**config.mk**
```make
export PLATFORM = sky130hd
export DESIGN_NAME = vt4_out_stage
export DESIGN_NICKNAME = d
export VERILOG_FILES = /design/src/vt4_pkg.sv /design/src/vt4_out_stage.sv
export SDC_FILE = /design/constraint.sdc
export NUM_CORES = 1
export LEC_CHECK = 0
export BUFFER_PORTS_ARGS = -buffer_cell sky130_fd_sc_hd__buf_2
export CORE_MARGIN = 10
export CORE_UTILIZATION = 45
export CTS_CLUSTER_DIAMETER = 50
export DETAILED_ROUTE_END_ITERATION = 8
export GPL_TIMING_DRIVEN = 1
export PLACE_DENSITY = 0.77
export SKIP_LAST_GASP = 1
export SLEW_MARGIN = 20
export SYNTH_ARGS = -nofsm -noshare
export SYNTH_HDL_FRONTEND = slang
export SYNTH_SLANG_ARGS = --single-unit
export TNS_END_PERCENT = 1
```
**constraint.sdc**
```tcl
create_clock -name clk -period 6.1 [get_ports clk]
set_input_delay 0 -clock clk [delete_from_list [all_inputs] [get_ports clk]]
set_output_delay 0 -clock clk [all_outputs]
set_load 0.02 [all_outputs]
```
**src/vt4_pkg.sv**
```systemverilog
package vt4_pkg;

  // Geometry and number format
  localparam int ROWS      = 4;
  localparam int COLS      = 4;
  localparam int DATA_W    = 16;
  localparam int FRAC_BITS = 12;
  localparam int ROW_W     = COLS * DATA_W;
  localparam int PROD_W    = 2 * DATA_W;
  localparam int PAIR_W    = PROD_W + 1;
  localparam int SUM_W     = PROD_W + 2;
  localparam int SHIFT_W   = SUM_W - FRAC_BITS;

  // Configuration register map
  localparam int CFG_IDX_W = 3;
  typedef enum logic [CFG_IDX_W-1:0] {
    REG_ROW_0 = 3'd0,
    REG_ROW_1 = 3'd1,
    REG_ROW_2 = 3'd2,
    REG_ROW_3 = 3'd3
  } cfg_reg_t;

  // Identity matrix after reset
  localparam logic [ROW_W-1:0] ROW_0_RESET = 64'h0000_0000_0000_1000;
  localparam logic [ROW_W-1:0] ROW_1_RESET = 64'h0000_0000_1000_0000;
  localparam logic [ROW_W-1:0] ROW_2_RESET = 64'h0000_1000_0000_0000;
  localparam logic [ROW_W-1:0] ROW_3_RESET = 64'h1000_0000_0000_0000;

  localparam logic signed [DATA_W-1:0] SAT_MAX = {1'b0, {(DATA_W-1){1'b1}}};
  localparam logic signed [DATA_W-1:0] SAT_MIN = {1'b1, {(DATA_W-1){1'b0}}};

  typedef logic signed [DATA_W-1:0] coef_t;
  typedef logic signed [PROD_W-1:0] prod_t;
  typedef logic signed [PAIR_W-1:0] pair_t;
  typedef logic [ROW_W-1:0]         row_t;

  // Handshake between pipeline stages
  typedef struct packed {
    logic valid;
  } stage_fwd_t;

  typedef struct packed {
    logic ready;
  } stage_bwd_t;

endpackage

```
**src/vt4_out_stage.sv**
```systemverilog
module vt4_out_stage (
  input  logic                clk,
  input  logic                rst,
  input  vt4_pkg::stage_fwd_t up_fwd,
  output vt4_pkg::stage_bwd_t up_bwd,
  input  vt4_pkg::pair_t      pair [vt4_pkg::ROWS][2],
  output logic                out_valid,
  input  logic                out_ready,
  output vt4_pkg::coef_t      result [vt4_pkg::ROWS],
  output logic                clip
);
  import vt4_pkg::*;

  logic                      advance;
  logic signed [SUM_W-1:0]   sum     [ROWS];
  logic signed [SHIFT_W-1:0] shifted [ROWS];
  coef_t                     sat_val [ROWS];
  logic [ROWS-1:0]           sat_hit;

  assign advance      = !out_valid || out_ready;
  assign up_bwd.ready = advance;

  // Final add, floor shift, saturate
  always_comb begin
    for (int r = 0; r < ROWS; r++) begin
      sum[r]     = SUM_W'(pair[r][0]) + SUM_W'(pair[r][1]);
      shifted[r] = SHIFT_W'(sum[r] >>> FRAC_BITS);
      if (shifted[r] > SHIFT_W'(SAT_MAX)) begin
        sat_val[r] = SAT_MAX;
        sat_hit[r] = 1'b1;
      end else if (shifted[r] < SHIFT_W'(SAT_MIN)) begin
        sat_val[r] = SAT_MIN;
        sat_hit[r] = 1'b1;
      end else begin
        sat_val[r] = DATA_W'(shifted[r]);
        sat_hit[r] = 1'b0;
      end
    end
  end

  // Output valid
  always_ff @(posedge clk) begin
    if (rst) begin
      out_valid <= 1'b0;
    end else if (advance) begin
      out_valid <= up_fwd.valid;
    end
  end

  // Output register; holds while the consumer stalls
  always_ff @(posedge clk) begin
    if (advance) begin
      for (int r = 0; r < ROWS; r++) begin
        result[r] <= sat_val[r];
      end
      clip <= |sat_hit;
    end
  end

endmodule

```
Word-level counts from Yosys, hierarchy flattened
Cells that the tools add are included.
{"block": "op_classes", "reduce_logical": 3, "n_lt_le_gt_ge": 8, "n_mux": 12, "n_addsub": 4}
{"cell": "33-bit by 33-bit adder with 34-bit output", "count": 4}
{"cell": "22-bit by 16-bit greater-than comparator with 1-bit output (second input constant)", "count": 4}
{"cell": "22-bit by 16-bit < comparator with 1-bit output (second input constant)", "count": 4}
{"cell": "16-bit two-way mux", "count": 4}
{"cell": "1-bit two-way mux", "count": 8}
{"cell": "4-bit OR reduction", "count": 1}
{"cell": "1-bit zero test", "count": 1}
{"cell": "1-bit logical OR", "count": 1}
{"block": "totals", "out_inout_bits": 67, "ff_bits": 66, "wordCells": 33}

Longest topological paths before layout
Gate-level depths: netlist of the first run.
{"block": "depth", "depth_word": 5, "depth_mapped": 14, "ltp_nobuf": 12}

Least setup slack after synthesis of the first run
Ideal clock, no wire load.
{"block": "synth_timing", "path_kind": "in2reg", "startpoint": "input pair[211] in the netlist's numbering", "endpoint": "register result[53] in the netlist's numbering (data pin)", "t_arrival_ns": 2.594, "setup_slack_ns": 3.247, "setup_time_ns": 0.259, "cell_stages": 12, "path_buffers": 1, "path_cell_list": "ha_1 a221o_1 a31oi_1 o31ai_2 a221oi_4 o211ai_4 a41o_1 a21oi_2 xor2_2 a31oi_2 buf_6 o21bai_1"}
{"block": "synth_via", "elab_chain_len": 3, "word_cells_on_any_way": 4}
{"element": "start, declared", "line": "vt4_out_stage.sv:6", "source": "input vt4_pkg::pair_t pair [vt4_pkg::ROWS][2],"}
{"element": "33-bit by 33-bit adder with 34-bit output (*)", "line": "vt4_out_stage.sv:26", "source": "sum[r] = SUM_W'(pair[r][0]) + SUM_W'(pair[r][1]);"}
{"element": "22-bit by 16-bit < comparator with 1-bit output", "line": "vt4_out_stage.sv:31", "source": "end else if (shifted[r] < SHIFT_W'(SAT_MIN)) begin"}
{"element": "16-bit two-way mux", "line": "vt4_out_stage.sv:31"}
{"element": "end signal, assigned by index", "line": "vt4_out_stage.sv:54", "source": "result[r] <= sat_val[r];"}
{"element": "end, declared", "line": "vt4_out_stage.sv:9", "source": "output vt4_pkg::coef_t result [vt4_pkg::ROWS],"}
Mark *: on every way between the ends. The rest lies on a longest branch, timed or not.
A chain may end at the register's enable or synchronous reset.

Final worst setup path of the first run
{"block": "layout_timing", "startpoint": "input pair[213] in the netlist's numbering", "endpoint": "register result[60] in the netlist's numbering (data pin)"}
The elaborated chain is that of the path after synthesis.

==> impl_metrics.toml, run 1 <==
[logic_synthesis]
synth_cells = 812
synth_top_family_by_area = "compound AO/OA/AOI/OAI gates"
synth_edf_count = 65
synth_nets = 1208
syn_area_sq_um = 7558
synth_area_leaders = "edfxtp_1, ha_1, a21o_1"
synthArstFlopShare_pct = 0
yosysWarnings = 0
ys.flop_type = "edfxtp_1"
yosys.cell_types.count = 75
synth_top_area_share_pct = 25.82
ys_seq_area_share_pct = 26.09
synth_fa_ha_area_share_pct = 21.19
synthSimpleGateAreaFrac_pct = 13.82
synth_top_area_cell = "edfxtp_1"
synth_xor_area_share_pct = 9.138
avgSynthCellArea_sq_um = 9.308
ys_ff_latch = 66
synth.area.mux_share_pct = 0.1324
synth_compound_area_share_pct = 27.74

[timing]
rsz0062_at_grt = "false"
clock_skew_ns = 0.009027
worst-slew-pin-transition_ns = 0.9944
final_hold_viol_count = 0
setup_viol = 0
max_freq_mhz = 310.4
slew_violations = 0
setup_slack_ns = 2.879
layout_min_cycle_time_ns = 3.221
fin_crit_sh_pct = 52.81
slew_headroom_pct = 33.46
setup_tns_ns = 0

[clock_network]
tritoncts = "yes"
cts-root-buf = "clkbuf_16"
cts_sinks = 66
clk-insertion-delay-late_ns = 0.34
cts_made_buffers = 9
cts_buffer_depth = 2
clkTransAtPathRegs_ns = 0.06
cts-resized-gates = 0
h-tree-depth = 3

[drt]
wl_um = 23860
vias_per_cell = 5.475
wl_per_cell_um = 17.34
drt-initial-drc-count = 308
route.detailed.drc = 0
ant_nets = 0
first_pass_iters = 5
route.vias.total = 7534

[finish]
antennaDiodeCount = 0
fin_cells = 1376
nFillCells = 1493
num-nets-final = 1547
syn2layout_area_growth_pct = 29.61
drive_above_1_share_pct = 32.35

[setup_path]
cp.required_ns = 6.30
worst-r2r-cell-count = 3
endpoint_kind = "flop"
critPathLaunch = "pair[213]"
critPathMaxFanout = 12
reg2reg_slack_ns = 4.07
critPathSlowestCell = "o31ai_2"
r2r-end = "out_valid"
path_class = "in -> reg"
r2r_start = "out_valid"
cp-endpoint = "result[60]"
worstPathArrival_ns = 3.43
crit_chain = "buf_2, ha_1, a221o_1, a31oi_1, o31ai_2, a221oi_4, o211ai_4, a41o_1, xor2_1, nand4_1, o31ai_2, a31o_1"
startpoint_type = "input pin"
crit_top_cell = "o31ai_2"
cp_slowest_stage_delay_ns = 0.80

[floorplan]
dieArea_sq_um = 22380
die_h_um = 149.6
core_sq_um = 16520
start_util_pct = 45.74
ioPinCount = 335
row_count = 47
die_x_um = 149.6

[power]
vdd_ir_drop_max_mv = 0.1455
pwr_density_cell_nw_per_um2 = 209.5
p_leak_nw = 4.772

[grt]
grt_remaining_overflow = 0
antenna_found_initial = 1
grtUsageTotal_pct = 20.27
grt_pass1_wl_um = 37070
use_met3_pct = 5.918
grt_pass1_vias = 7613
met1_usage_pct = 23.32
gr-usage-met2_pct = 35.43
grt_max_degree = 68
busiest_layer = "met2"

[flow_run]
max_cap_violations = 0

[placement]
dp_slack_ns = 2.605
io_buffers = 334
dp_cells = 1358
dp_hpwl_um = 20310
gp_congestion = 0.9345

[min_path]
min_from = "pair[257]"
hold_path_class = "in -> reg"

[status]
status = "completed"
==> per-stage QoR <==
step / instance area (sq um) / hold WS, ns / power (W) / util (%)
2_1_floorplan: 7559 / 0.06907 / 0.001239 / -
3_3_place_gp: 9475 / 0.2016 / 0.001511 / 57.34
3_5_place_dp: 9475 / 0.1891 / 0.001521 / 57.34
4_1_cts: 9797 / 0.2081 / 0.002065 / 59.29
5_1_grt: 9797 / 0.2565 / 0.002184 / 59.29
6_report: 9797 / 0.2188 / 0.002052 / 59.29
==> layout by cell type (no fill, tap or decap), types with 13 or more instances in the layout <==
master / synthesis / routed
a21oi_1: 80 / 80
nor2_1: 37 / 37
buf_2: 3 / 334
edfxtp_1: 65 / 65
inv_1: 24 / 24
nand2_1: 54 / 54
o21ai_0: 35 / 35
nand3_1: 20 / 20
a21o_1: 97 / 97
a31oi_1: 15 / 15
xnor2_1: 41 / 41
nand4_1: 13 / 13
ha_1: 128 / 128
xor2_1: 36 / 36
==> registers in the layout, indices dropped and copies added (netlist names) <==
signal and count:
result 64, clip 1, out_valid 1
==> worst max-delay path: cells and delay by family <==
family	cells	cell delay [ns]
AOI/OAI and AO/OA	8	2.53
xor gates and xnor gates	1	0.22
adders and majority gates	1	0.38
buffers and inverters	1	0.10
and+or+nand+nor	1	0.17
==> synthesized netlist by cell type (6+ instances only) <==
cell type,n
nand3_1,20
a21o_1,97
edfxtp_1,65
inv_1,24
a21oi_1,80
a31oi_1,15
o21ai_0,35
ha_1,128
nand4_1,13
xnor2_1,41
and4_1,8
xor2_1,36
nand2b_1,10
o21bai_1,9
and3_1,9
o21ai_1,6
nor3_1,10
nand2_1,54
nor2_1,37
a211oi_1,7
nor2b_1,10
==> report_power, final <==
part	switching [W]	internal (W)
registers	0.0000187	0.000591
logic	0.000524	0.000387
clock network	0.000193	0.000339
total	0.000735	0.00132
==> cells by family (layout without fill, tap and decap cells) <==
group / Yosys count / in the layout
AO/OA/AOI/OAI: 305 / 305
XOR/XNOR: 78 / 78
adder cells (fa/ha/maj): 128 / 128
buffers and inverters: 34 / 378
flip-flops: 66 / 66
multiplexers: 1 / 1
AND/OR/NAND/NOR: 200 / 200
==> per-layer routing <==
layer  vias to the layer above  routed length [um]
met3                        33                1959
li1                       3829                   -
met5                         -                   8
met1                      3398                9698
met2                       272               11690
met4                         2                 507
==> worst min path at each step <==
stage            endpoint  cells after the start
6_report       result[62]                      4
5_1_grt        result[31]                      4
4_1_cts        result[31]                      4
3_3_place_gp    out_valid                      2
3_5_place_dp    out_valid                      2
2_1_floorplan   out_valid                      1
==> repair_timing <==
action                                 4_1_cts  5_1_grt
buffers inserted                             0        0
endpoints found under the hold margin        1        0
hold buffers                                 2        0
==> layout make-up <==
cell class | count | area, sq um | share of cell area (%)
Clock buffer | 14 | 264.0 | 2.695
Clock inverter | 2 | 37.54 | 0.3831
Inverter | 24 | 90.09 | 0.9195
Multi-Input combinational cell | 712 | 5451 | 55.64
Sequential cell | 66 | 1972 | 20.13
Tap cell | 220 | 275.3 | 2.810
Timing Repair Buffer | 338 | 1707 | 17.42
No activity file was read; power rests on OpenSTA's default activity.
==> inputs of run 2 (changes only) <==
- CORE_UTILIZATION: 45 -> 44
- PLACE_DENSITY: 0.77 -> 0.78
- clock period: 6.1 -> 2.75 ns (I/O delays scaled with it)
==> run 2 against run 1 <==
- the flow now finishes with violations (setup timing)
- non-clock buffer count grew 128
- sequential cell count is the same
- cell count grew 9.4%
- core utilization grew 6.8 points
- sequential share of layout area shrank 2.3 points
- die area grew 2.0%
- combinational power grew to 2.7 times the previous value
- first-iteration DRC count grew 14%
- via count grew 8.7%
- register-to-register slack lost 3.4 ns
- worst setup slack lost 2.9 ns
- largest cell class unchanged
==> impl_metrics.toml, run 2 (same netlist as run 1, synthesis figures left out) <==
[status]
status = "complete, but fails checks"
violations = "setup timing"

[finish]
largest_register_ffs = 64
syn2layout_area_growth_pct = 45.99
multi_input_area_sq_um = 5683
nFillCells = 1399
stdcell_area_sq_um = 11030
reg_top3 = "result: 64 flops, clip: 1 flops, out_valid: 1 flops"
num-nets-final = 1675
drive_above_1_share_pct = 41.43
top_register = "result"
layout_common_cells = "buf_2, ha_1, buf_4, a21o_1, a21oi_1"
final_common_cell = "buf_2"
seq_area_sq_um = 1972

[clock_network]
cts_buffer_depth = 2
cts_sinks = 66
tritoncts = "yes"
cts_made_buffers = 9
cts-root-buf = "clkbuf_16"
clkTransAtPathRegs_ns = 0.06
h-tree-depth = 3
clk-insertion-delay-late_ns = 0.33

[floorplan]
ioPinCount = 335
row_count = 47
dieArea_sq_um = 22820
core_sq_um = 16700
start_util_pct = 45.26
die_h_um = 151.1
die_x_um = 151.1

[power]
pwr_density_cell_nw_per_um2 = 447.3
vdd_ir_drop_max_mv = 0.3063
internal-power_w = 0.003147
p_leak_nw = 5.446
power_switching_w = 0.001788
finalPower_w = 0.004935
switching_share_pct = 36.23
p_clk_share_pct = 23.3
power_frac_seq_pct = 27.6
comb_power_share_pct = 49.1

[grt]
gr-usage-met2_pct = 39.22
busiest_layer = "met2"
antenna_found_initial = 1
grtUsageTotal_pct = 21.81
grt_max_degree = 68
grt_pass1_wl_um = 40520
grt_pass1_vias = 8317
met1_usage_pct = 24.02
use_met3_pct = 5.847
grt_remaining_overflow = 0

[min_path]
min_from = "pair[255]"
hold_path_class = "in -> reg"
min_path_cells = 4
hold_end = "result[60]"

[placement]
place_area_sq_um = 10450
io_buffers = 334
dp_hpwl_um = 22500
gp_congestion = 0.9754

[timing]
fin_crit_sh_pct = 100.2
worst-slew-pin-transition_ns = 0.9737
clock_skew_ns = 0.009195
setup_slack_ns = -0.005920
setup_tns_ns = -0.01419
slew_headroom_pct = 35.09
rsz0062_at_grt = "true"
final_hold_viol_count = 0
max_freq_mhz = 362.9
setup_viol = 6
layout_min_cycle_time_ns = 2.756
slew_violations = 0

[setup_path]
endpoint_kind = "flop"
r2r-end = "out_valid"
worst-r2r-cell-count = 3
critPathMaxFanout = 11
reg2reg_slack_ns = 0.70
crit_chain = "buf_2, ha_4, a221o_1, a31oi_1, o31ai_2, a221oi_4, o211ai_4, a41o_1, xor2_1, buf_4, nor4_4, a31oi_4, buf_6, a21o_1"
cp.required_ns = 2.83
cp_slowest_stage_delay_ns = 0.38
critPathSlowestCell = "a221oi_4"
r2r_start = "out_valid"
path_class = "in -> reg"
startpoint_type = "input pin"
worstPathArrival_ns = 2.84

[drt]
vias_per_cell = 5.443
wl_per_cell_um = 17.64
first_pass_iters = 5
drt-initial-drc-count = 350
route.detailed.drc = 0
wl_um = 26550
route.vias.total = 8192
ant_nets = 0

[flow_run]
max_cap_violations = 0
run 2: metal layers:
| layer | vias to the layer above | routed length (um) |
|---|---|---|
| met5 | - | 0 |
| met4 | 0 | 808 |
| met3 | 62 | 2242 |
| met2 | 330 | 13270 |
| met1 | 3733 | 10230 |
| li1 | 4067 | - |
run 2: worst max-delay path, delay by kind of cell:
kind / cells / cell delay [ns]
AO/OA/AOI/OAI: 8 / 1.70
buffers and inverters: 3 / 0.43
AND/OR/NAND/NOR: 1 / 0.32
adder cells (fa/ha/maj): 1 / 0.23
XOR/XNOR: 1 / 0.16
run 2: worst max-delay path by stage:
| stage | startpoint | to |
|---|---|---|
| final | pair[211] | result[49] |
| after detailed placement | pair[140] | clip |
| after floorplan | pair[72] | clip |
| after global routing | pair[247] | clip |
| after CTS | pair[140] | clip |
| after global placement | pair[140] | clip |
run 2: what timing repair did:
action | 4_1_cts | 5_1_grt
hold endpoints to repair | 1 | 0
buffers inserted | 0 | 6
pin swaps | 0 | 18
setup endpoints to repair | 13 | 58
resized for setup | 2 | 36
hold buffers | 2 | 0
run 2: power by group through the flow:
stage | Sequential (W) | Clock, W | Combinational (W)
floorplan | 0.00159 | 0 | 0.00117
global placement | 0.00138 | 0 | 0.00225
detailed placement | 0.00138 | 0 | 0.00230
CTS | 0.00136 | 0.00117 | 0.00232
global route | 0.00138 | 0.00121 | 0.00266
finish | 0.00136 | 0.00115 | 0.00242
run 2: area by class of cell:
type                            instances  area share (%)
Inverter                               24          0.8164
Timing Repair Buffer                  466           24.62
Sequential cell                        66           17.87
Multi-Input combinational cell        712           51.50
Clock buffer                            9           2.041
Antenna cell                            1         0.02268
Clock inverter                          7          0.6350
Tap cell                              220           2.495
run 2: per-stage QoR:
stage | hold slack, ns | std cells | setup slack [ns] | utilization (%)
finish | 0.2598 | 1505 | -0.005920 | 66.07
CTS | 0.2567 | 1498 | -0.05632 | 64.54
floorplan | 0.06907 | 812 | -0.007315 | -
global route | 0.2745 | 1505 | -0.08599 | 66.07
detailed placement | 0.1831 | 1480 | -0.4702 | 62.57
global placement | 0.1841 | 1480 | -0.4488 | 62.57
