**src/vt4_pkg.sv**
```systemverilog
package vt4_pkg;

  // Geometry and number format
  localparam int ROWS      = 4;
  localparam int COLS      = 4;
  localparam int DATA_W    = 16;
  localparam int FRAC_BITS = 12;
  localparam int ROW_W     = COLS * DATA_W;
  localparam int PROD_W    = 2 * DATA_W;
  localparam int PAIR_W    = PROD_W + 1;
  localparam int SUM_W     = PROD_W + 2;
  localparam int SHIFT_W   = SUM_W - FRAC_BITS;

  // Configuration register map
  localparam int CFG_IDX_W = 3;
  typedef enum logic [CFG_IDX_W-1:0] {
    REG_ROW_0 = 3'd0,
    REG_ROW_1 = 3'd1,
    REG_ROW_2 = 3'd2,
    REG_ROW_3 = 3'd3
  } cfg_reg_t;

  // Identity matrix after reset
  localparam logic [ROW_W-1:0] ROW_0_RESET = 64'h0000_0000_0000_1000;
  localparam logic [ROW_W-1:0] ROW_1_RESET = 64'h0000_0000_1000_0000;
  localparam logic [ROW_W-1:0] ROW_2_RESET = 64'h0000_1000_0000_0000;
  localparam logic [ROW_W-1:0] ROW_3_RESET = 64'h1000_0000_0000_0000;

  localparam logic signed [DATA_W-1:0] SAT_MAX = {1'b0, {(DATA_W-1){1'b1}}};
  localparam logic signed [DATA_W-1:0] SAT_MIN = {1'b1, {(DATA_W-1){1'b0}}};

  typedef logic signed [DATA_W-1:0] coef_t;
  typedef logic signed [PROD_W-1:0] prod_t;
  typedef logic signed [PAIR_W-1:0] pair_t;
  typedef logic [ROW_W-1:0]         row_t;

  // Handshake between pipeline stages
  typedef struct packed {
    logic valid;
  } stage_fwd_t;

  typedef struct packed {
    logic ready;
  } stage_bwd_t;

endpackage

```
**src/vt4_pair_stage.sv**
```systemverilog
module vt4_pair_stage (
  input  logic                clk,
  input  logic                rst,
  input  vt4_pkg::stage_fwd_t up_fwd,
  output vt4_pkg::stage_bwd_t up_bwd,
  input  vt4_pkg::prod_t      prod [vt4_pkg::ROWS][vt4_pkg::COLS],
  output vt4_pkg::stage_fwd_t dn_fwd,
  input  vt4_pkg::stage_bwd_t dn_bwd,
  output vt4_pkg::pair_t      pair [vt4_pkg::ROWS][2]
);
  import vt4_pkg::*;

  logic advance;

  assign advance      = !dn_fwd.valid || dn_bwd.ready;
  assign up_bwd.ready = advance;

  // Valid bit
  always_ff @(posedge clk) begin
    if (rst) begin
      dn_fwd.valid <= 1'b0;
    end else if (advance) begin
      dn_fwd.valid <= up_fwd.valid;
    end
  end

  // Add products in pairs: (w + x) and (y + z) for each row
  always_ff @(posedge clk) begin
    if (advance) begin
      for (int r = 0; r < ROWS; r++) begin
        pair[r][0] <= PAIR_W'(prod[r][0]) + PAIR_W'(prod[r][1]);
        pair[r][1] <= PAIR_W'(prod[r][2]) + PAIR_W'(prod[r][3]);
      end
    end
  end

endmodule

```
**config.mk**
```make
export PLATFORM = sky130hd
export DESIGN_NAME = vt4_pair_stage
export DESIGN_NICKNAME = d
export VERILOG_FILES = /design/src/vt4_pkg.sv /design/src/vt4_pair_stage.sv
export SDC_FILE = /design/constraint.sdc
export NUM_CORES = 1
export LEC_CHECK = 0
export ABC_AREA = 1
export BUFFER_PORTS_ARGS = -buffer_cell sky130_fd_sc_hd__buf_2
export CORE_AREA = 2 2 309 311
export DETAILED_ROUTE_END_ITERATION = 12
export DIE_AREA = 0 0 311 313
export MAX_ROUTING_LAYER = met4
export SLEW_MARGIN = 10
export SYNTH_ARGS = -nofsm -noshare
export SYNTH_HDL_FRONTEND = slang
export SYNTH_SLANG_ARGS = --single-unit
```
**constraint.sdc**
```tcl
create_clock -name clk -period 9.1 [get_ports clk]
set_input_delay 0.91 -clock clk [delete_from_list [all_inputs] [get_ports clk]]
set_output_delay 0.91 -clock clk [all_outputs]
set_load 0.03 [all_outputs]
```
* Word-level counts from Yosys, hierarchy flattened
Index checks and enable logic that the tools add are counted.
W data, S select, Z words.
** Cells by class
- Add/sub/neg operators :: 8
- Reductions and logical operators :: 2
** Operator list (count)
- $add A32 B32 Y33 :: 8
- $logic_not A1 Y1 :: 1
- $logic_or A1 B1 Y1 :: 1
** Storage, ports and cells
- Output and inout bits :: 266
- Register bits after elaboration :: 265

* Longest topological paths before layout
Gate-level depths: netlist of the first run.
- Word-level depth :: 2
- Gate-level depth with buffers :: 12
- Depth with buffers taken out :: 12

* Least setup slack after synthesis of the first run
OpenSTA, ideal clock, no wires.
- Path type :: input to output
- Start point :: input dn_bwd
- End point :: output up_bwd
- Stages on the path :: 2
- Arrival time :: 6692 ps
- Setup slack :: 1498 ps
- Data required time :: 8190 ps
- Cell sequence :: inv_1 -> nand2_1
** On the way
- Cells in the longest elaborated chain, start to end :: 1
** Ends and longest elaborated chain
- from (decl) :: line vt4_pair_stage.sv:8 : input vt4_pkg::stage_bwd_t dn_bwd,
- $logic_or A1 B1 Y1 :: line vt4_pair_stage.sv:15 : assign advance = !dn_fwd.valid || dn_bwd.ready;
- to (decl) :: line vt4_pair_stage.sv:5 : output vt4_pkg::stage_bwd_t up_bwd,
No other way between the ends.

* Worst setup path in the final report of the first run
- Start point :: input dn_bwd
- End point :: register pair[209] (netlist name), enable pin
** On the way
- Cells in the longest elaborated chain, start to end :: 1
** Ends and longest elaborated chain
- $logic_or A1 B1 Y1 :: line vt4_pair_stage.sv:15
- to (signal, indexed assignment) :: line vt4_pair_stage.sv:31 : pair[r][0] <= PAIR_W'(prod[r][0]) + PAIR_W'(prod[r][1]);
- to (signal, indexed assignment) :: line vt4_pair_stage.sv:32 : pair[r][1] <= PAIR_W'(prod[r][2]) + PAIR_W'(prod[r][3]);
- to (decl) :: line vt4_pair_stage.sv:9 : output vt4_pkg::pair_t pair [vt4_pkg::ROWS][2]
No other way between the ends.
A chain may end at the register's enable or synchronous reset.

==> run metrics, run 1 <==
Area Overhead vs Synth=25.00%; Worst Setup EP=pair[209]$_DFFE_PP_; Die Area=97,340 µm²; Worst-Margin Slew=936.5 ps; Clock Tree Root=clkbuf_16; register area share after synthesis=0.2907; post-synthesis cell count=4,432; Post-CTS Repair Setup Buffers=0; Total Wirelength=104,800 µm; P_leak=21.09 nW; largest net degree at the start of global routing=65; Initial Util=0.2904; port bufs=781; Post-Layout Cell Count=6,574; Final setup viols=0; first-pass GRT wire length=155,500 µm; die height=313 µm; width of the die=311 µm; mux contribution to synthesized area=0; Resize count post-CTS=0; kind of critical path=in2reg; First-pass DRT Iterations=7; ANT nets after route=0; MaxCap Viol Count=0; Yosys reg bits=265; power per cell area=161.8 nW/µm²; placed insts=6,482; Setup crit start=dn_bwd; Post-Syn Area=27,340 µm²; Post-Syn Nets=5,212; reg-to-reg slack, setup=6240 ps; Core ar.=94,160 µm²; Cell Rows=113; relative max-transition margin=0.3756; GPL Wtd Cong=0.9849; layout cell share with drive strength beyond 1=0.1689; Final nets=6,039; final setup TNS=0 ps; wire length per cell=15.95 µm; maximum VDD drop=126.2 µV; Post-Synth Simple-Gate Area=0.3787; number of global-route vias before repair=27,460; Warnings, synthesis=0; Tmin final=2954 ps; clock latency on the worst-skew pair=590 ps; Clock Sinks=265; Worst EP required=9300 ps; Fmax achieved=0.3385 GHz; post-synthesis compound-gate area fraction=0.03386; DRC violation count after routing=0; reg2reg start=dn_fwd$_SDFFE_PP0P_; Crit Path Max Fanout=64; clock transition at the registers of the reported paths=70 ps; Final HPWL DP=90,470 µm; commonest non-fill, non-tap cells in the layout=nand2_1, inv_1, buf_2; Post-Synth XOR/XNOR Area=0.03844; outcome=finished, final reports clean; H-tree depth=2; syn_area_per_cell=6.169 µm²; commonest non-fill, non-tap cell in the layout=nand2_1; Worst Setup End Kind=flip-flop; Max clock buf depth=3; R2R depth=3; Tcrit/Tclk final=0.3246; Hold WC Path Type=in2reg; Slew Viols, Final=0; Layout Skew=30.42 ps; fill cell count=10,450; cts bufs inserted=40; post-synth cell types=18; Hold Fails Final Rpt=0; DRT iter0 DRCs=1,737; RSZ-0062 raised after global routing=false; Adder-Cell Fraction of Synth Area=0.1230; Reg-to-Reg End=pair[209]$_DFFE_PP_; Global Route Usage Sum=0.2143; Vias/cell=4.408; TritonCTS clock tree=yes; # IOs=782; main combinational cell family by area after synthesis=simple AND/OR/NAND/NOR gates; Arrival @ worst endpoint=3150 ps; HP Start=rst; total gr overflow=0; hold buffers post-CTS=0; Vias=28,980; CP startpoint kind=input port; initial antenna violation count=27
power breakdown:
part / leakage (nW) / switching (mW) / total, mW / internal, mW
sequential: 2.77 / 0.0927 / 1.74 / 1.65
clock: 0.608 / 0.653 / 1.56 / 0.907
combinational: 17.7 / 1.57 / 2.23 / 0.665
total: 21.1 / 2.31 / 5.53 / 3.22
final cells by class:
cell class	instances	area, µm²	share of cell area
multi-input combinational	3181	15700	0.4594
sequential	265	7948	0.2325
timing repair buffer	785	3939	0.1152
inverter	986	3701	0.1083
tap	1265	1583	0.04631
clock buffer	47	1049	0.03068
clock inverter	24	206.4	0.006040
antenna	21	52.55	0.001538
routing by layer:
metal / GRT usage / routed length [µm] / vias up
li1: - / - / 15110
met1: 0.2614 / 45400 / 12830
met2: 0.3535 / 48690 / 905
met3: 0.04711 / 7567 / 135
met4: 0.06533 / 3189 / 0
met5: - / 0 / -
logic make-up (layout without fill, tap and decap cells):
group,Yosys count,after routing
and+or+nand+nor,2620,2620
buffers and inverters,986,1842
DFF,265,265
adders and majority gates,264,264
AOI/OAI and AO/OA,177,177
xor gates and xnor gates,120,120
other,0,21
per-stage QoR:
stage	area (µm²)	setup WS, ps	hold WS, ps	power [mW]	utilization
final	34180	6146	510.0	5.532	0.3630
after global placement	32870	5522	956.5	4.000	0.3491
after CTS	34130	6147	456.6	5.601	0.3624
after detailed placement	32870	5506	971.5	3.999	0.3491
after global routing	34180	6004	461.1	5.868	0.3630
after floorplan	27340	1498	979.1	3.203	-
worst min-delay path by stage:
stage,end,cells after the start
2_1_floorplan,dn_fwd$_SDFFE_PP0P_,1
3_3_place_gp,dn_fwd$_SDFFE_PP0P_,2
3_5_place_dp,dn_fwd$_SDFFE_PP0P_,2
4_1_cts,dn_fwd$_SDFFE_PP0P_,2
5_1_grt,dn_fwd$_SDFFE_PP0P_,2
6_report,dn_fwd$_SDFFE_PP0P_,2
synthesized netlist by cell type (all sizes together):
master,n,share of area
a21o,8,0.0022
a21oi,161,0.029
dfxtp,1,0.00073
edfxtp,264,0.29
fa,8,0.0059
ha,256,0.12
inv,986,0.14
nand2,2042,0.28
nand3,201,0.038
nand4,23,0.0053
nor2,313,0.043
nor3,32,0.0059
o21bai,8,0.0022
or2,9,0.0021
xnor2,9,0.0029
xor2,111,0.036
flip-flops by register name (all words and copies together), names as in the netlist:
register / cells
dn_fwd: 1
pair: 264
critical path, cell delays in order:
cell and delay, ps:
buf_2 80, inv_1 50, nand2_4 430, buf_4 810, buf_4 730
Power figures use the tool's default switching activity.
==> inputs of run 2 (changes only) <==
==> constraint.sdc (replaced) <==
create_clock -name clk -period 2.9 [get_ports clk]
set_input_delay 0.29 -clock clk [delete_from_list [all_inputs] [get_ports clk]]
set_output_delay 0.29 -clock clk [all_outputs]
set_load 0.03 [all_outputs]
==> run metrics, run 2 (synthesized netlist as in run 1, its figures left out) <==
clock transition at the registers of the reported paths=60 ps (about the same); Design Area, Final=34,590 µm² (+1.2%); relative max-transition margin=0.6548 (+0.2792); Net Sw Power=7.327 mW (+220%); Arrival @ worst endpoint=2590 ps (-560 ps); Global Route Usage Sum=0.2154 (+0.001105); clock latency on the worst-skew pair=570 ps (-20 ps); Slew Viols, Final=0 (unchanged); ANT nets after route=0 (unchanged); first-pass GRT wire length=156,900 µm (+0.85%); Vias/cell=4.393 (-0.33%); Net Sw Frac=0.4116 (-0.006709); Initial Util=0.2904 (unchanged); commonest non-fill, non-tap cell in the layout=nand2_1; Clock Power Share=0.298 (+0.016); CP startpoint kind=input port; GPL Wtd Cong=0.9655 (-2.0%); RSZ-0062 raised after global routing=false; power per cell area=514.6 nW/µm² (+220%); multi-input logic area=15,710 µm² (about the same); First-pass DRT Iterations=6 (-1); DRC violation count after routing=0 (unchanged); Post-Layout Cell Count=6,605 (+0.47%); outcome=finished, final reports clean; Final setup viols=0 (unchanged); Post-CTS Repair Setup Buffers=0 (unchanged); die height=313 µm (unchanged); # IOs=782 (unchanged); Fmax achieved=0.4402 GHz; number of global-route vias before repair=27,930 (+1.7%); setup slack at placement=600.5 ps (-4905 ps); Tcrit/Tclk final=0.7833; Clock Sinks=265 (unchanged); Area after DPL=32,960 µm² (+0.27%); Worst-Margin Slew=517.8 ps (-418.7 ps); TritonCTS clock tree=yes; total gr overflow=0 (unchanged); P_leak=21.26 nW (+0.80%); layout cell share with drive strength beyond 1=0.1701 (+0.001184); Largest regs=pair: 264 flops, dn_fwd: 1 flops; initial antenna violation count=30 (+11%); Largest Register=pair; Hold WC Path Type=in2reg; combinational power share=0.395 (-0.009); Clock Tree Root=clkbuf_16; fill cell count=10,420 (-0.29%); register area=7948 µm² (unchanged); maximum VDD drop=375.4 µV (+200%); Total Wirelength=104,800 µm (about the same); width of the die=311 µm (unchanged); kind of critical path=in2reg; cts bufs inserted=40 (unchanged); Final HPWL DP=90,650 µm (+0.19%); port bufs=781 (unchanged); Hold Fails Final Rpt=0 (unchanged); final setup TNS=0 ps (unchanged); Worst EP required=3210 ps (-6090 ps); Largest register FFs=264 (unchanged); Flop pwr share=0.308 (-0.006); Area Overhead vs Synth=26.52%; Die Area=97,340 µm² (unchanged); placed insts=6,486 (+0.062%); Vias=29,020 (+0.14%); Worst Setup End Kind=flip-flop; Core ar.=94,160 µm² (unchanged); DRT iter0 DRCs=1,817 (+4.6%); MaxCap Viol Count=0 (unchanged); Tmin final=2272 ps; H-tree depth=2 (unchanged); wire length per cell=15.87 µm (-0.50%); Cell Rows=113 (unchanged); Final nets=6,060 (+0.35%); Layout Skew=24.09 ps (-6.329 ps); Max clock buf depth=3 (unchanged); Crit Path Max Fanout=3 (-95%); Power Internal=10.47 mW (+230%); Final WS setup=628.4 ps (-5518 ps); commonest non-fill, non-tap cells in the layout=nand2_1, inv_1, buf_2; largest net degree at the start of global routing=58 (-11%)
-- run 2: changes by cell type in the layout (fill, tap and decap cells not counted) --
cell	before	now
nand2_4	1	0
inv_6	2	4
nand2_8	0	1
clkbuf_1	6	5
dlygate4sd3_1	0	17
bufinv_16	3	6
clkinv_4	3	5
clkinv_2	4	1
clkinv_1	10	6
clkbuf_16	41	42
diode_2	21	30
buf_12	0	4
clkinv_8	0	1
-- run 2: through the flow --
step	util	hold WS, ps	power [mW]
floorplan	-	359.1	10.02
global placement	0.3500	454.8	12.57
detailed placement	0.3500	453.6	12.56
CTS	0.3666	4.699	18.03
global route	0.3673	14.06	18.85
finish	0.3674	40.55	17.80
-- run 2: critical path: stages --
cell	delay, ps
dlygate4sd3_1	540
buf_2	120
ha_1	250
fa_1	450
nand2_1	90
nand2_1	90
nand3_1	90
nand2_1	80
nand2_1	80
nand2_1	170
nand2_1	150
nand2_1	60
nand2_1	60
nand2_1	40
-- run 2: what timing repair did --
item,CTS,global route
gates resized for setup,0,0
endpoints found under the hold margin,9,0
hold buffers,17,0
-- run 2: final cells by class --
type                       count  area share
sequential                   265      0.2297
timing repair buffer         806      0.1211
tap                         1265     0.04575
antenna                       30    0.002170
inverter                     986      0.1070
clock inverter                25    0.009187
clock buffer                  47     0.03092
multi-input combinational   3181      0.4541
-- run 2: final timing paths --
| check | startpoint | end | slack [ps] | cells past startpoint |
|---|---|---|---|---|
| setup / recovery | prod[224] | pair[121]$_DFFE_PP_ | 630 | 14 |
| setup reg to reg | dn_fwd$_SDFFE_PP0P_ | dn_fwd$_SDFFE_PP0P_ | 1290 | 3 |
| hold / removal | prod[192] | pair[99]$_DFFE_PP_ | 40 | 2 |
| hold reg to reg | dn_fwd$_SDFFE_PP0P_ | pair[185]$_DFFE_PP_ | 1000 | 1 |
-- run 2: metal layers --
metal	wire length, µm	GRT usage	part of all wire	vias to the layer above
met1	44360	0.2548	0.42	12810
met3	7423	0.04658	0.071	151
li1	-	-	-	15190
met5	0	-	0	-
met4	3501	0.07038	0.033	0
met2	49530	0.3636	0.47	870
-- run 2: power by group through the flow --
stage               logic [mW]  clock network [mW]  registers [mW]
CTS                       7.06                5.48            5.49
floorplan                 3.05                   0            6.97
finish                    7.02                5.30            5.47
global placement          7.01                   0            5.56
global route              7.71                5.59            5.55
detailed placement        7.01                   0            5.55
==> inputs of run 3 (changes only) <==
--- a/config.mk
+++ b/config.mk
@@ -5,11 +5,11 @@
 export SDC_FILE = /design/constraint.sdc
 export NUM_CORES = 1
 export LEC_CHECK = 0
-export ABC_AREA = 1
+export ABC_AREA = 0
 export BUFFER_PORTS_ARGS = -buffer_cell sky130_fd_sc_hd__buf_2
-export CORE_AREA = 2 2 309 311
+export CORE_AREA = 2 2 304 306
 export DETAILED_ROUTE_END_ITERATION = 12
-export DIE_AREA = 0 0 311 313
+export DIE_AREA = 0 0 306 308
 export MAX_ROUTING_LAYER = met4
 export SLEW_MARGIN = 10
 export SYNTH_ARGS = -nofsm -noshare
==> constraint.sdc (replaced) <==
create_clock -name clk -period 2.2 [get_ports clk]
set_input_delay 0.22 -clock clk [delete_from_list [all_inputs] [get_ports clk]]
set_output_delay 0.22 -clock clk [all_outputs]
set_load 0.03 [all_outputs]
==> run metrics, run 3 <==
Max clock buf depth=3 (unchanged); die height=308 µm (-1.6%); MaxCap Viol Count=0 (unchanged); Largest register FFs=264 (unchanged); Area after DPL=31,010 µm² (-5.9%); Clock Sinks=265 (unchanged); Clock Tree Root=clkbuf_16; Arrival @ worst endpoint=2650 ps (+60 ps); initial antenna violation count=34 (+13%); final core utilization=0.3606 (-0.006754); Vias/cell=4.642 (+5.7%); DRT iter0 DRCs=1,097 (-40%); hold depth=2 (unchanged); Area Overhead vs Synth=57.03%; layout cell share with drive strength beyond 1=0.4605 (+0.2904); Design Area, Final=32,810 µm² (-5.2%); Post-Syn Nets=2,855 (-45%); register area share after synthesis=0.3804 (+0.08976); Final HPWL DP=75,110 µm (-17%); setup slack at placement=-807.4 ps (-1408 ps); failing checks=negative setup slack; Layout Skew=15.00 ps (-9.086 ps); Reg-to-Reg End=dn_fwd$_SDFFE_PP0P_; Yosys reg bits=265 (unchanged); maximum VDD drop=426.0 µV (+13%); clock transition at the registers of the reported paths=60 ps (about the same); worst hold endpoint=pair[166]$_DFFE_PP_; Initial Util=0.2297 (-0.06072); post-synth cell types=84 (+66); R2R depth=4 (+1); Crit Path Max Fanout=3 (unchanged); Global Route Usage Sum=0.1819 (-0.03355); cts bufs inserted=36 (-10%); Buf/Inv on CP=2 (unchanged); placed insts=4,527 (-30%); Worst Setup End Kind=flip-flop; power per cell area=707.1 nW/µm² (+37%); Cell Rows=111 (-1.8%); P_leak=15.48 nW (-27%); Largest stage delay, worst path=420 ps (-120 ps); kind of critical path=in2reg; synth top area cells=edfxtp_1, ha_1, xnor2_1, a21oi_1, a21o_1; reg2reg start=dn_fwd$_SDFFE_PP0P_; ANT nets after route=0 (unchanged); number of global-route vias before repair=21,750 (-22%); Largest Register=pair; fill cell count=9,224 (-11%); port bufs=781 (unchanged); Fmax achieved=0.4412 GHz; Core ar.=90,970 µm² (-3.4%); Warnings, synthesis=0 (unchanged); Slew Viols, Final=0 (unchanged); outcome=finished, violations left; Post-Layout Cell Count=4,654 (-30%); Post-synth top cells=edfxtp_1, ha_1, a21oi_1, a21o_1, nand2_1; # IOs=782 (unchanged); Hold WC Path Type=in2reg; Worst-Margin Slew=549.0 ps (+31.22 ps); Worst EP required=2590 ps (-620 ps); Yosys top cell by area=edfxtp_1; crit path cell chain=buf_8 > ha_4 > fa_2 > a21o_1 > a21oi_4 > or4_4 > o211ai_4 > and3_4 > a221o_1 > a21oi_2 > buf_4 > nor2_1 > a41oi_1; largest net degree at the start of global routing=80 (+38%); Tmin final=2267 ps; Final setup viols=8 (+8); Die Area=94,250 µm² (-3.2%); relative max-transition margin=0.6340 (-0.02081); Tcrit/Tclk final=1.030; Post-synth ARST share=0 (unchanged); Vias=21,610 (-26%); CP startpoint kind=input port; H-tree depth=2 (unchanged); post-synth top area share=0.3795 (+0.08953); HP Start=prod[353]; total gr overflow=0 (unchanged); clock latency on the worst-skew pair=560 ps (about the same); count leader, synth=edfxtp_1; cell family with most CP delay=compound AO/OA/AOI/OAI gates; slowest cell on the critical path=fa_2; reg-to-reg slack, setup=590 ps (-700 ps); Post-Syn Area=20,890 µm² (-24%); multi-input logic area=13,600 µm² (-13%); width of the die=306 µm (-1.6%); wire length per cell=18.90 µm (+19%); GPL Wtd Cong=0.9390 (-2.7%); RSZ-0062 raised after global routing=true; DRC violation count after routing=0 (unchanged); number of synthesized flops with an enable pin=264 (unchanged); Main synth FF type=edfxtp_1; TritonCTS clock tree=yes; post-synthesis cell count=2,075 (-53%); commonest non-fill, non-tap cell in the layout=buf_2; Final WS setup=-66.65 ps (-695.1 ps); commonest non-fill, non-tap cells in the layout=buf_2, buf_4, edfxtp_1; Largest regs=pair: 264 flops, dn_fwd: 1 flops; register area=7951 µm² (about the same); Hold Fails Final Rpt=0 (unchanged); first-pass GRT wire length=128,000 µm (-18%); Final nets=4,193 (-31%); Total Wirelength=87,950 µm (-16%); First-pass DRT Iterations=7 (+1); syn_area_per_cell=10.07 µm² (+63%)
-- run 3: cell types whose count changed in the layout (fill, tap and decap cells not counted), moves of 86 or more --
cell / previous run / this run
nand2_1: 1996 / 141
inv_1: 986 / 52
buf_4: 4 / 555
nor2_1: 313 / 119
nand3_1: 194 / 35
a21o_1: 8 / 143
xnor2_1: 9 / 138
o21ai_0: 0 / 86
-- run 3: area by class of cell --
cell class                      count  area share
Antenna cell                       28    0.002136
Clock buffer                       46     0.02925
Clock inverter                     19    0.004882
Inverter                           53    0.006064
Multi-Input combinational cell   1703      0.4147
Sequential cell                   265      0.2424
Tap cell                         1186     0.04523
Timing Repair Buffer             1354      0.2554
-- run 3: cell families (layout without fill, tap and decap cells) --
kind of cell | after synthesis | count (layout) | share of synthesized area
AO/OA/AOI/OAI | 736 | 736 | 0.2330
AND/OR/NAND/NOR | 474 | 474 | 0.1094
flip-flops | 265 | 265 | 0.3804
adder cells (fa/ha/maj) | 264 | 264 | 0.1610
XOR/XNOR | 226 | 226 | 0.09475
buffers and inverters | 107 | 1472 | 0.02006
multiplexers | 3 | 3 | 0.001437
other | 0 | 28 | 0
-- run 3: stage by stage --
step                TNS, ps  total power, mW  hold slack, ps
global route          -1142            24.35           30.36
detailed placement   -62590            17.30           370.8
global placement     -60650            17.25           376.4
floorplan           -138720            13.04           279.4
finish               -227.9            23.20           64.91
CTS                  -102.6            23.35           13.92
-- run 3: what timing repair did --
action,CTS,global route
pin swaps,18,52
endpoints found under the hold margin,9,0
hold buffers,10,0
setup endpoints to repair,15,41
setup buffers,14,10
resized for setup,16,45
-- run 3: worst reg2reg max path: stages, from the launching register on --
cell and delay [ps]:
dfxtp_4 350, nand2b_4 190, buf_4 300, a21oi_1 100
dlygate4sd3_1 560
-- run 3: worst max path at each step --
| stage | startpoint | endpoint | slack [ps] | depth (start not counted) |
|---|---|---|---|---|
| after floorplan | dn_fwd$_SDFFE_PP0P_ | pair[0]$_DFFE_PP_ | -500 | 1 |
| after global placement | prod[384] | pair[227]$_DFFE_PP_ | -780 | 13 |
| after detailed placement | prod[385] | pair[229]$_DFFE_PP_ | -810 | 12 |
| after CTS | prod[384] | pair[230]$_DFFE_PP_ | -40 | 13 |
| after global routing | prod[480] | pair[261]$_DFFE_PP_ | -150 | 13 |
| final | prod[384] | pair[230]$_DFFE_PP_ | -70 | 13 |
-- run 3: metal layers --
metal,global-route usage,vias to the layer above,part of all wire
met3,0.04879,120,0.074
met4,0.05522,0,0.027
met2,0.3133,698,0.49
met5,-,-,0
li1,-,10630,-
met1,0.2057,10150,0.41
-- run 3: power by group --
group,switching [mW],total (mW),internal (mW)
Sequential,0.368,7.27,6.90
Combinational,6.05,10.1,4.06
Clock,2.48,5.81,3.33
Total,8.89,23.2,14.3
